==> src/rtl/core/nfra_pkg.sv <==
// Shared types, constants and codes of the next-fit run allocator.
`default_nettype none
package nfra_pkg;

   // Heap geometry (a power of two keeps the range check a plain shift)
   localparam int HEAP_SLOTS = 256;
   localparam int SLOT_W     = $clog2(HEAP_SLOTS);
   localparam int IDX_W      = SLOT_W + 1;

   // Field widths fixed by the interface
   localparam int CNT_W      = 9;
   localparam int ADDR_W     = 64;
   localparam int STRIDE_W   = 13;
   localparam int STAT_W     = 2;
   localparam int CSR_IDX_W  = 2;
   localparam int CSR_DATA_W = 64;

   // Derived datapath widths
   localparam int CMP_W      = (IDX_W > CNT_W) ? IDX_W : CNT_W;
   localparam int SUM_W      = CMP_W + 1;
   localparam int DIV_W      = STRIDE_W + SLOT_W;
   localparam int DV_W       = DIV_W - 1;
   localparam int DCNT_W     = $clog2(SLOT_W + 1);

   // Operation codes
   localparam logic OP_ALLOC = 1'b0;
   localparam logic OP_FREE  = 1'b1;

   // Result status codes
   localparam logic [STAT_W-1:0] RSP_OK       = 2'd0;
   localparam logic [STAT_W-1:0] RSP_NO_ROOM  = 2'd1;
   localparam logic [STAT_W-1:0] RSP_WAS_FREE = 2'd2;
   localparam logic [STAT_W-1:0] RSP_RANGE    = 2'd3;

   // Configuration register indexes
   localparam logic [CSR_IDX_W-1:0] CSR_SLOT_STRIDE    = 2'd0;
   localparam logic [CSR_IDX_W-1:0] CSR_CPU_BASE       = 2'd1;
   localparam logic [CSR_IDX_W-1:0] CSR_GPU_BASE       = 2'd2;
   localparam logic [CSR_IDX_W-1:0] CSR_SHADER_VISIBLE = 2'd3;

   typedef struct packed {
      logic              op;
      logic [CNT_W-1:0]  count;
      logic [ADDR_W-1:0] free_address;
   } req_type;

   typedef struct packed {
      logic [ADDR_W-1:0] cpu_address;
      logic [ADDR_W-1:0] gpu_address;
      logic [STAT_W-1:0] status;
   } rsp_type;

   typedef enum logic [3:0] {
      ST_IDLE,
      ST_DECODE,
      ST_SCAN,
      ST_MARK,
      ST_MUL,
      ST_ADD,
      ST_DIV,
      ST_CLEAR,
      ST_DONE
   } state_type;

   // Controller to datapath
   typedef struct packed {
      logic load;
      logic scan;
      logic mark;
      logic mul;
      logic add;
      logic div_init;
      logic div_step;
      logic clear;
      logic fail_room;
      logic fail_range;
      logic emit;
   } cmd_type;

   // Datapath to controller
   typedef struct packed {
      logic alloc;
      logic count_zero;
      logic count_big;
      logic stride_zero;
      logic off_big;
      logic found;
      logic exhausted;
      logic div_last;
      logic sweep_last;
      logic slot_end;
   } sts_type;

endpackage
`default_nettype wire

==> src/rtl/core/nfra_ctrl.sv <==
// Sequencer of the allocator: steps the datapath through allocate and free.
`default_nettype none
module nfra_ctrl (
   input  wire logic              clock,
   input  wire logic              reset,
   input  wire logic              accept,
   input  wire logic              out_free,
   input  wire nfra_pkg::sts_type sts,
   output nfra_pkg::cmd_type      cmd,
   output logic                   idle
);
   import nfra_pkg::*;

   state_type state_ff;
   state_type state_in;

   always_ff @(posedge clock) begin
      if (reset) begin
         state_ff <= ST_IDLE;
      end else begin
         state_ff <= state_in;
      end
   end

   always_comb begin
      state_in = state_ff;
      cmd      = '0;
      idle     = 1'b0;
      case (state_ff)
         ST_IDLE: begin
            idle = 1'b1;
            if (accept) begin
               cmd.load = 1'b1;
               state_in = ST_DECODE;
            end
         end
         ST_DECODE: begin
            if (sts.alloc) begin
               if (sts.count_zero) begin
                  state_in = ST_MUL;
               end else if (sts.count_big) begin
                  cmd.fail_room = 1'b1;
                  state_in      = ST_DONE;
               end else begin
                  state_in = ST_SCAN;
               end
            end else begin
               if (sts.count_zero) begin
                  state_in = ST_DONE;
               end else if (sts.stride_zero || sts.off_big) begin
                  cmd.fail_range = 1'b1;
                  state_in       = ST_DONE;
               end else begin
                  cmd.div_init = 1'b1;
                  state_in     = ST_DIV;
               end
            end
         end
         ST_SCAN: begin
            if (sts.found) begin
               state_in = ST_MARK;
            end else if (sts.exhausted) begin
               cmd.fail_room = 1'b1;
               state_in      = ST_DONE;
            end else begin
               cmd.scan = 1'b1;
            end
         end
         ST_MARK: begin
            cmd.mark = 1'b1;
            if (sts.sweep_last) begin
               state_in = ST_MUL;
            end
         end
         ST_MUL: begin
            cmd.mul  = 1'b1;
            state_in = ST_ADD;
         end
         ST_ADD: begin
            cmd.add  = 1'b1;
            state_in = ST_DONE;
         end
         ST_DIV: begin
            cmd.div_step = 1'b1;
            if (sts.div_last) begin
               state_in = ST_CLEAR;
            end
         end
         ST_CLEAR: begin
            if (sts.slot_end) begin
               cmd.fail_range = 1'b1;
               state_in       = ST_DONE;
            end else begin
               cmd.clear = 1'b1;
               if (sts.sweep_last) begin
                  state_in = ST_DONE;
               end
            end
         end
         ST_DONE: begin
            if (out_free) begin
               cmd.emit = 1'b1;
               state_in = ST_IDLE;
            end
         end
         default: begin
            state_in = ST_IDLE;
         end
      endcase
   end

endmodule
`default_nettype wire

==> src/rtl/core/nfra_dp.sv <==
// Datapath of the allocator: slot map, cursor, scan, divider and address maths.
`default_nettype none
module nfra_dp (
   input  wire logic                           clock,
   input  wire logic                           reset,
   input  wire logic                           csr_write,
   input  wire logic [nfra_pkg::CSR_IDX_W-1:0]  csr_index,
   input  wire logic [nfra_pkg::CSR_DATA_W-1:0] csr_data,
   input  wire nfra_pkg::req_type              req_data,
   input  wire nfra_pkg::cmd_type              cmd,
   output nfra_pkg::sts_type                   sts,
   output nfra_pkg::rsp_type                   res
);
   import nfra_pkg::*;

   // Configuration
   logic [STRIDE_W-1:0] stride_ff;
   logic [ADDR_W-1:0]   cpu_base_ff;
   logic [ADDR_W-1:0]   gpu_base_ff;
   logic                shader_ff;

   // Persistent state
   logic [HEAP_SLOTS-1:0] used_ff;
   logic [SLOT_W-1:0]     cursor_ff;

   // Item and work registers
   logic              op_ff;
   logic [CNT_W-1:0]  count_ff;
   logic [ADDR_W-1:0] offset_ff;
   logic [IDX_W-1:0]  scan_ff;
   logic [IDX_W-1:0]  start_ff;
   logic [CNT_W-1:0]  run_ff;
   logic              wrap_ff;
   logic              found_ff;
   logic              exh_ff;
   logic [CNT_W-1:0]  sw_ff;
   logic [DIV_W-1:0]  rem_ff;
   logic [DV_W-1:0]   dv_ff;
   logic [SLOT_W-1:0] quo_ff;
   logic [DCNT_W-1:0] dcnt_ff;
   logic [DIV_W-1:0]  prod_ff;
   rsp_type           res_ff;

   logic              slot_used;
   logic [CNT_W-1:0]  run_inc;
   logic [CNT_W-1:0]  sw_inc;
   logic [IDX_W-1:0]  scan_inc;
   logic              last_pos;
   logic              past_cursor;
   logic [SUM_W-1:0]  mark_sum;
   logic [SUM_W-1:0]  clear_sum;
   logic              div_ge;

   always_ff @(posedge clock) begin
      if (reset) begin
         stride_ff   <= STRIDE_W'(32);
         cpu_base_ff <= '0;
         gpu_base_ff <= '0;
         shader_ff   <= 1'b0;
      end else if (csr_write) begin
         case (csr_index)
            CSR_SLOT_STRIDE:    stride_ff   <= csr_data[STRIDE_W-1:0];
            CSR_CPU_BASE:       cpu_base_ff <= csr_data;
            CSR_GPU_BASE:       gpu_base_ff <= csr_data;
            CSR_SHADER_VISIBLE: shader_ff   <= csr_data[0];
            default: ;
         endcase
      end
   end

   assign slot_used   = used_ff[scan_ff[SLOT_W-1:0]];
   assign run_inc     = run_ff + 1'b1;
   assign sw_inc      = sw_ff + 1'b1;
   assign scan_inc    = scan_ff + 1'b1;
   assign last_pos    = (scan_ff == IDX_W'(HEAP_SLOTS - 1));
   assign past_cursor = (scan_inc >= IDX_W'(cursor_ff));
   assign mark_sum    = SUM_W'(start_ff) + SUM_W'(sw_ff);
   assign clear_sum   = SUM_W'(quo_ff) + SUM_W'(sw_ff);
   assign div_ge      = (DIV_W'(dv_ff) <= rem_ff);

   // Latched item
   always_ff @(posedge clock) begin
      if (cmd.load) begin
         op_ff     <= req_data.op;
         count_ff  <= req_data.count;
         offset_ff <= req_data.free_address - cpu_base_ff;
      end
   end

   // Next-fit scan: one slot per cycle, tracking the free run behind the candidate start
   always_ff @(posedge clock) begin
      if (reset) begin
         found_ff <= 1'b0;
         exh_ff   <= 1'b0;
         wrap_ff  <= 1'b0;
      end else if (cmd.load) begin
         found_ff <= 1'b0;
         exh_ff   <= 1'b0;
         wrap_ff  <= 1'b0;
      end else if (cmd.scan) begin
         if (!slot_used && run_inc == count_ff) begin
            found_ff <= 1'b1;
         end else if (last_pos) begin
            if (wrap_ff) begin
               exh_ff <= 1'b1;
            end else begin
               wrap_ff <= 1'b1;
               exh_ff  <= (cursor_ff == '0);
            end
         end else if (slot_used) begin
            // second lap ends once the candidate reaches the cursor again
            exh_ff <= wrap_ff && past_cursor;
         end
      end
   end

   always_ff @(posedge clock) begin
      if (cmd.load) begin
         scan_ff  <= IDX_W'(cursor_ff);
         start_ff <= IDX_W'(cursor_ff);
         run_ff   <= '0;
      end else if (cmd.scan && !(!slot_used && run_inc == count_ff)) begin
         if (last_pos) begin
            scan_ff  <= '0;
            start_ff <= '0;
            run_ff   <= '0;
         end else begin
            scan_ff <= scan_inc;
            if (slot_used) begin
               start_ff <= scan_inc;
               run_ff   <= '0;
            end else begin
               run_ff <= run_inc;
            end
         end
      end
   end

   // Slot map: one slot marked or cleared per cycle
   always_ff @(posedge clock) begin
      if (reset) begin
         used_ff <= '0;
      end else if (cmd.mark) begin
         used_ff[mark_sum[SLOT_W-1:0]] <= 1'b1;
      end else if (cmd.clear) begin
         used_ff[clear_sum[SLOT_W-1:0]] <= 1'b0;
      end
   end

   always_ff @(posedge clock) begin
      if (cmd.load) begin
         sw_ff <= '0;
      end else if (cmd.mark || cmd.clear) begin
         sw_ff <= sw_inc;
      end
   end

   always_ff @(posedge clock) begin
      if (reset) begin
         cursor_ff <= '0;
      end else if (cmd.mul) begin
         cursor_ff <= start_ff[SLOT_W-1:0];
      end
   end

   // Restoring divider, one quotient bit per cycle; the offset is known to be
   // below stride * HEAP_SLOTS here, so only SLOT_W bits remain.
   always_ff @(posedge clock) begin
      if (cmd.div_init) begin
         rem_ff  <= offset_ff[DIV_W-1:0];
         dv_ff   <= {stride_ff, {(SLOT_W-1){1'b0}}};
         quo_ff  <= '0;
         dcnt_ff <= '0;
      end else if (cmd.div_step) begin
         if (div_ge) begin
            rem_ff <= rem_ff - DIV_W'(dv_ff);
         end
         quo_ff  <= SLOT_W'({quo_ff, div_ge});
         dv_ff   <= dv_ff >> 1;
         dcnt_ff <= dcnt_ff + 1'b1;
      end
   end

   always_ff @(posedge clock) begin
      if (cmd.mul) begin
         prod_ff <= DIV_W'(stride_ff) * DIV_W'(start_ff[SLOT_W-1:0]);
      end
   end

   // Result fields
   always_ff @(posedge clock) begin
      if (cmd.load) begin
         res_ff <= '0;
      end else if (cmd.add) begin
         res_ff.cpu_address <= cpu_base_ff + ADDR_W'(prod_ff);
         res_ff.gpu_address <= shader_ff ? gpu_base_ff + ADDR_W'(prod_ff) : '0;
      end else if (cmd.fail_room) begin
         res_ff.status <= RSP_NO_ROOM;
      end else if (cmd.fail_range) begin
         res_ff.status <= RSP_RANGE;
      end else if (cmd.clear && !used_ff[clear_sum[SLOT_W-1:0]]) begin
         res_ff.status <= RSP_WAS_FREE;
      end
   end

   assign res = res_ff;

   always_comb begin
      sts.alloc       = (op_ff == OP_ALLOC);
      sts.count_zero  = (count_ff == '0);
      sts.count_big   = (CMP_W'(count_ff) > CMP_W'(HEAP_SLOTS));
      sts.stride_zero = (stride_ff == '0);
      sts.off_big     = (offset_ff >= ADDR_W'({stride_ff, {SLOT_W{1'b0}}}));
      sts.found       = found_ff;
      sts.exhausted   = exh_ff;
      sts.div_last    = (dcnt_ff == DCNT_W'(SLOT_W - 1));
      sts.sweep_last  = (sw_inc == count_ff);
      sts.slot_end    = (clear_sum >= SUM_W'(HEAP_SLOTS));
   end

endmodule
`default_nettype wire

==> src/rtl/core/next_fit_run_allocator.sv <==
// Next-fit run allocator: 256-slot bitmap, one item at a time, registered result.
// Allocate: decode, scan, mark the run, multiply, add; the scan tests one slot per cycle
//   from the cursor and wraps.
// Free: a divider finds the first slot, then the run is cleared one slot per cycle.
// Throughput: one item in flight; the next is taken once the result is in the output reg.
// Reset (synchronous): map all free, cursor 0, registers to defaults; no clearing pass.
`default_nettype none
module next_fit_run_allocator (
   input  wire logic                           clock,
   input  wire logic                           reset,
   input  wire logic                           req_valid,
   output logic                                req_stall,
   input  wire nfra_pkg::req_type              req_data,
   output logic                                rsp_valid,
   input  wire logic                           rsp_stall,
   output nfra_pkg::rsp_type                   rsp_data,
   input  wire logic                           csr_write,
   input  wire logic [nfra_pkg::CSR_IDX_W-1:0]  csr_index,
   input  wire logic [nfra_pkg::CSR_DATA_W-1:0] csr_data
);
   import nfra_pkg::*;

   cmd_type cmd;
   sts_type sts;
   rsp_type res;
   logic    idle;
   logic    accept;
   logic    out_free;

   logic    rsp_valid_ff;
   rsp_type rsp_data_ff;

   // An item is taken only while the sequencer is idle
   assign req_stall = !idle;
   assign accept    = req_valid && !req_stall;

   // The output register may be reloaded in the cycle its item leaves
   assign out_free  = !rsp_valid_ff || !rsp_stall;

   nfra_ctrl u_ctrl (
      .clock    (clock),
      .reset    (reset),
      .accept   (accept),
      .out_free (out_free),
      .sts      (sts),
      .cmd      (cmd),
      .idle     (idle)
   );

   nfra_dp u_dp (
      .clock     (clock),
      .reset     (reset),
      .csr_write (csr_write),
      .csr_index (csr_index),
      .csr_data  (csr_data),
      .req_data  (req_data),
      .cmd       (cmd),
      .sts       (sts),
      .res       (res)
   );

   // Result register
   always_ff @(posedge clock) begin
      if (reset) begin
         rsp_valid_ff <= 1'b0;
      end else if (cmd.emit) begin
         rsp_valid_ff <= 1'b1;
      end else if (!rsp_stall) begin
         rsp_valid_ff <= 1'b0;
      end
   end

   always_ff @(posedge clock) begin
      if (cmd.emit) begin
         rsp_data_ff <= res;
      end
   end

   assign rsp_valid = rsp_valid_ff;
   assign rsp_data  = rsp_data_ff;

endmodule
`default_nettype wire

==> config.mk <==
export PLATFORM = sky130hd
export DESIGN_NAME = next_fit_run_allocator
export DESIGN_NICKNAME = d
export VERILOG_FILES = /design/src/rtl/core/nfra_pkg.sv /design/src/rtl/core/nfra_ctrl.sv /design/src/rtl/core/nfra_dp.sv /design/src/rtl/core/next_fit_run_allocator.sv
export SDC_FILE = /design/constraint.sdc
export NUM_CORES = 2
export LEC_CHECK = 0
export BUFFER_PORTS_ARGS = -buffer_cell sky130_fd_sc_hd__clkbuf_2
export CORE_MARGIN = 2
export CORE_UTILIZATION = 58
export CTS_CLUSTER_SIZE = 24
export DETAILED_ROUTE_END_ITERATION = 16
export GPL_TIMING_DRIVEN = 0
export PLACE_DENSITY = 0.73
export RECOVER_POWER = 25
export SYNTH_ARGS = -nofsm -noshare
export SYNTH_HDL_FRONTEND = slang
export SYNTH_SLANG_ARGS = --single-unit
==> constraint.sdc <==
create_clock -name clock -period 14.63 [get_ports clock]
set_clock_uncertainty 0.2 [all_clocks]
set_input_delay 0.7315 -clock clock [delete_from_list [all_inputs] [get_ports clock]]
set_output_delay 0.7315 -clock clock [all_outputs]
set_load 0.005 [all_outputs]
==> results.yml <==
global_route:
  grt_max_degree: 46
  grt_first_pass_wirelength_um: 240500
  grt-ovfl-total: 0
  grt_pass1_vias: 40085
  grt_antenna_before_repair: 20
  grtUsageTotal: 0.3719
clocking:
  post_cts_buffers: 0
  ctsResizeCount: 0
  ctsHoldBuffers: 3
  path_clk_slew_ns: 0.06
  cts_tree: "yes"
  cts.path.max_buffers: 3
  htreeDepth: 3
  cts_buffers: 93
  worstSkewPairLatency_ns: 0.69
  cts_num_sinks: 857
  cts_root_buf: "clkbuf_16"
timing:
  fin_crit_ns: 6.555
  rsz0062_at_grt: "no"
  fin_tns_setup_ns: 0
  max_freq_mhz: 152.6
  hold_slack_ns: 0.03193
  max-slew-margin-rel: -0.3549
  maxSlewViolCount: 46
  post-route-period-util: 0.4480
  hold_viol: 0
  timing.final.ws_setup_ns: 8.075
  worst_pin_slew_ns: 2.032
  setup_viol: 0
run:
  max_cap_viol_count: 2
placed_design:
  pre_cts_ws_ns: 8.056
  io_buffers: 276
  dpl.hpwl_um: 119300
  routabilityCongestion: 1.022
critical_path:
  cp.arrival_ns: 6.77
  crit_chain: "clkbuf_1 -> clkbuf_1 -> nand2_1 -> fa_1 -> fa_1 -> inv_1 -> fa_1 -> inv_1 -> fa_1 -> inv_1 -> ha_1 -> nand2_1 -> o21ai_0 -> o41ai_1 -> o21bai_1 -> o41a_1 -> nand2b_1 -> nand2_1 -> o41ai_1 -> xnor2_1"
  path_buf_inv: 5
  crit_fanout: 10
  cp.required_ns: 14.85
  worst_path_max_delay_cell: "o41ai_1"
  slowest_delay_ns: 0.71
  setup.worst_path.class: "register to register"
  critical_path.top_delay_family: "adder cells"
  critPathLaunchType: "register"
  critPathMostFrequentCell: "fa_1"
  worstSetupEndpointType: "register"
die:
  core-area_um2: 81850
  die_w_um: 290.9
  die_h_um: 290.9
  fp-row-count: 105
  die-area_um2: 84620
  initial_core_util: 0.5833
  pin_count: 277
finish:
  fin_nets: 5959
  fillers: 6774
  syn2layout_area_growth_pct: 12.81
  drive_above_1_share: 0.1043
routing:
  drc: 0
  finalWirelength_um: 160500
  vias: 42184
  avgViaCountPerCell: 6.297
  wire_per_inst_um: 23.96
  dr.pass1.iters: 7
  drt_iter0_drc: 4903
  ant_nets: 0
synth:
  synth_seq_cells: 857
  yosys.area.top_type: "dfxtp_1"
  synth_edf_count: 275
  syn-cell-area_um2: 47740
  synthFlopType: "dfxtp_1"
  synthCells: 5149
  synth_cell_types: 85
  avgSynthCellArea_um2: 9.271
  synth_top_area_frac: 0.2441
  synth_nets: 5576
  netlist_top_cells_area: "dfxtp_1, edfxtp_1, mux4_2, o21ai_0, nand2_1"
  ys_seq_area_frac: 0.4170
  yosysWarnings: 0
  synthArstFlopShare: 0
pwr:
  vdd_drop_max_mv: 0.09276
  finalPower_w: 0.006158
  p_leak_nw: 19.52
  p_per_area_nw_per_um2: 114.4
outcome:
  status: "finished, violations left"
  violations: "capacitance limit, slew limit"
min_path:
  hold_path.class: "input port to register"
-- layout make-up --
class,instances,area (um^2),share of cell area
Antenna cell,18,45.04,0.0008364
Clock buffer,129,2623,0.04870
Clock inverter,45,623.1,0.01157
Multi-Input combinational cell,3753,25760,0.4784
Tap cell,1070,1339,0.02486
Sequential cell,857,19910,0.3697
Timing Repair Buffer,288,1465,0.02721
Inverter,255,957.2,0.01777
Buffer,284,1127,0.02093
-- per-stage QoR --
step	cell area [um^2]	instances	utilization
after floorplan	47740	5149	-
after CTS	53900	6680	0.6586
after detailed placement	50630	6503	0.6186
final	53850	6699	0.6580
after global routing	53850	6697	0.6579
after global placement	50460	6495	0.6165
-- synthesized netlist by cell type, types with 9 or more instances --
cell and instances:
a21o_1 71, or3_1 19, nor3_1 97, mux2i_1 18
ha_1 210, nor4_1 64, nand4_1 35, nand3b_1 10
o21bai_1 22, xor2_1 72, nor2b_1 178, a31oi_1 16
inv_1 252, a21oi_1 493, clkbuf_1 251, nand2_1 757
a22oi_1 19, and3_1 38, dfxtp_1 582, fa_1 72
a211o_1 10, mux4_2 161, nand3_1 81, o31ai_1 21
o21a_1 23, o211ai_1 13, nand2b_1 23, or2_2 9
nor2_1 209, and2_1 95, a211oi_1 18, o21ai_0 578
nor3b_1 18, xnor2_1 193, edfxtp_1 275, buf_1 20
-- cell families after synthesis --
group                    share of synthesized area
AO/OA/AOI/OAI                               0.1608
XOR/XNOR                                   0.04862
adder cells (fa/ha/maj)                    0.08523
buffers and inverters                      0.04364
flip-flops                                  0.4170
multiplexers                               0.08044
AND/OR/NAND/NOR                             0.1642
-- worst register-to-register path, cell delays in order, from the launching register on --
cell and delay (ns):
edfxtp_1 0.32, clkbuf_1 0.43, clkbuf_1 0.41, nand2_1 0.15
fa_1 0.54, fa_1 0.54, inv_1 0.05, fa_1 0.53
inv_1 0.05, fa_1 0.53, inv_1 0.04, ha_1 0.32
nand2_1 0.08, o21ai_0 0.10, o41ai_1 0.71, o21bai_1 0.30
o41a_1 0.39, nand2b_1 0.08, nand2_1 0.07, o41ai_1 0.32
xnor2_1 0.14
-- routing by layer --
metal  part of all wire  routed length, um  global-route usage
met1               0.39              62560              0.4819
met5                  0                  0                   0
met4              0.056               8909              0.1894
met3               0.10              16110             0.08277
met2               0.45              72910              0.5878
-- cell usage in the layout (no fill, tap or decap), types with 21 or more instances in the layout --
master	Yosys	routed
o21a_1	23	23
a21oi_1	493	493
inv_1	252	252
nand2_1	757	757
nor2_1	209	209
dfxtp_1	582	582
xor2_1	72	72
xnor2_1	193	192
a21o_1	71	71
buf_1	20	22
fa_1	72	72
clkbuf_16	0	93
o21ai_0	578	578
clkbuf_2	0	215
nand3_1	81	81
and3_1	38	38
clkinv_2	0	21
ha_1	210	210
nand4_1	35	35
edfxtp_1	275	275
nand2b_1	23	23
clkbuf_1	251	330
nor3_1	97	95
nor4_1	64	64
mux4_2	161	161
nor2b_1	178	178
o31ai_1	21	21
and2_1	95	92
o21bai_1	22	22
-- flip-flops by register name (all words and copies together) (netlist names), 4 cells and up --
signal and cells:
u_dp.start_ff 8, u_dp.used_ff 256, u_dp.sw_ff 9, u_dp.stride_ff 13, u_dp.cpu_base_ff 64, u_dp.res 130
u_dp.gpu_base_ff 64, u_dp.cursor_ff 8, u_dp.prod_ff 21, u_dp.count_ff 9, u_dp.offset_ff 64, u_dp.rem_ff 21
u_dp.scan_ff 9, u_dp.dcnt_ff 4, u_dp.run_ff 9, u_dp.dv_ff 20, u_dp.quo_ff 8, u_ctrl.state_ff 4
rsp_data 130
-- worst paths after layout --
kind,slack [ns],start,cells past startpoint,to
hold reg to reg,0.23,u_dp.res[111],0,rsp_data[111]
hold / removal,0.03,req_data[71],1,u_dp.count_ff[7]
setup / recovery,8.08,u_dp.start_ff[7],20,u_dp.prod_ff[20]
setup reg to reg,8.08,u_dp.start_ff[7],20,u_dp.prod_ff[20]
-- report_power, final --
| group | internal, W | switching (W) |
|---|---|---|
| clock | 0.00144 | 0.00104 |
| sequential | 0.00258 | 0.0000820 |
| combinational | 0.000339 | 0.000669 |
| total | 0.00437 | 0.00179 |
(Power assumes the default switching activity.)
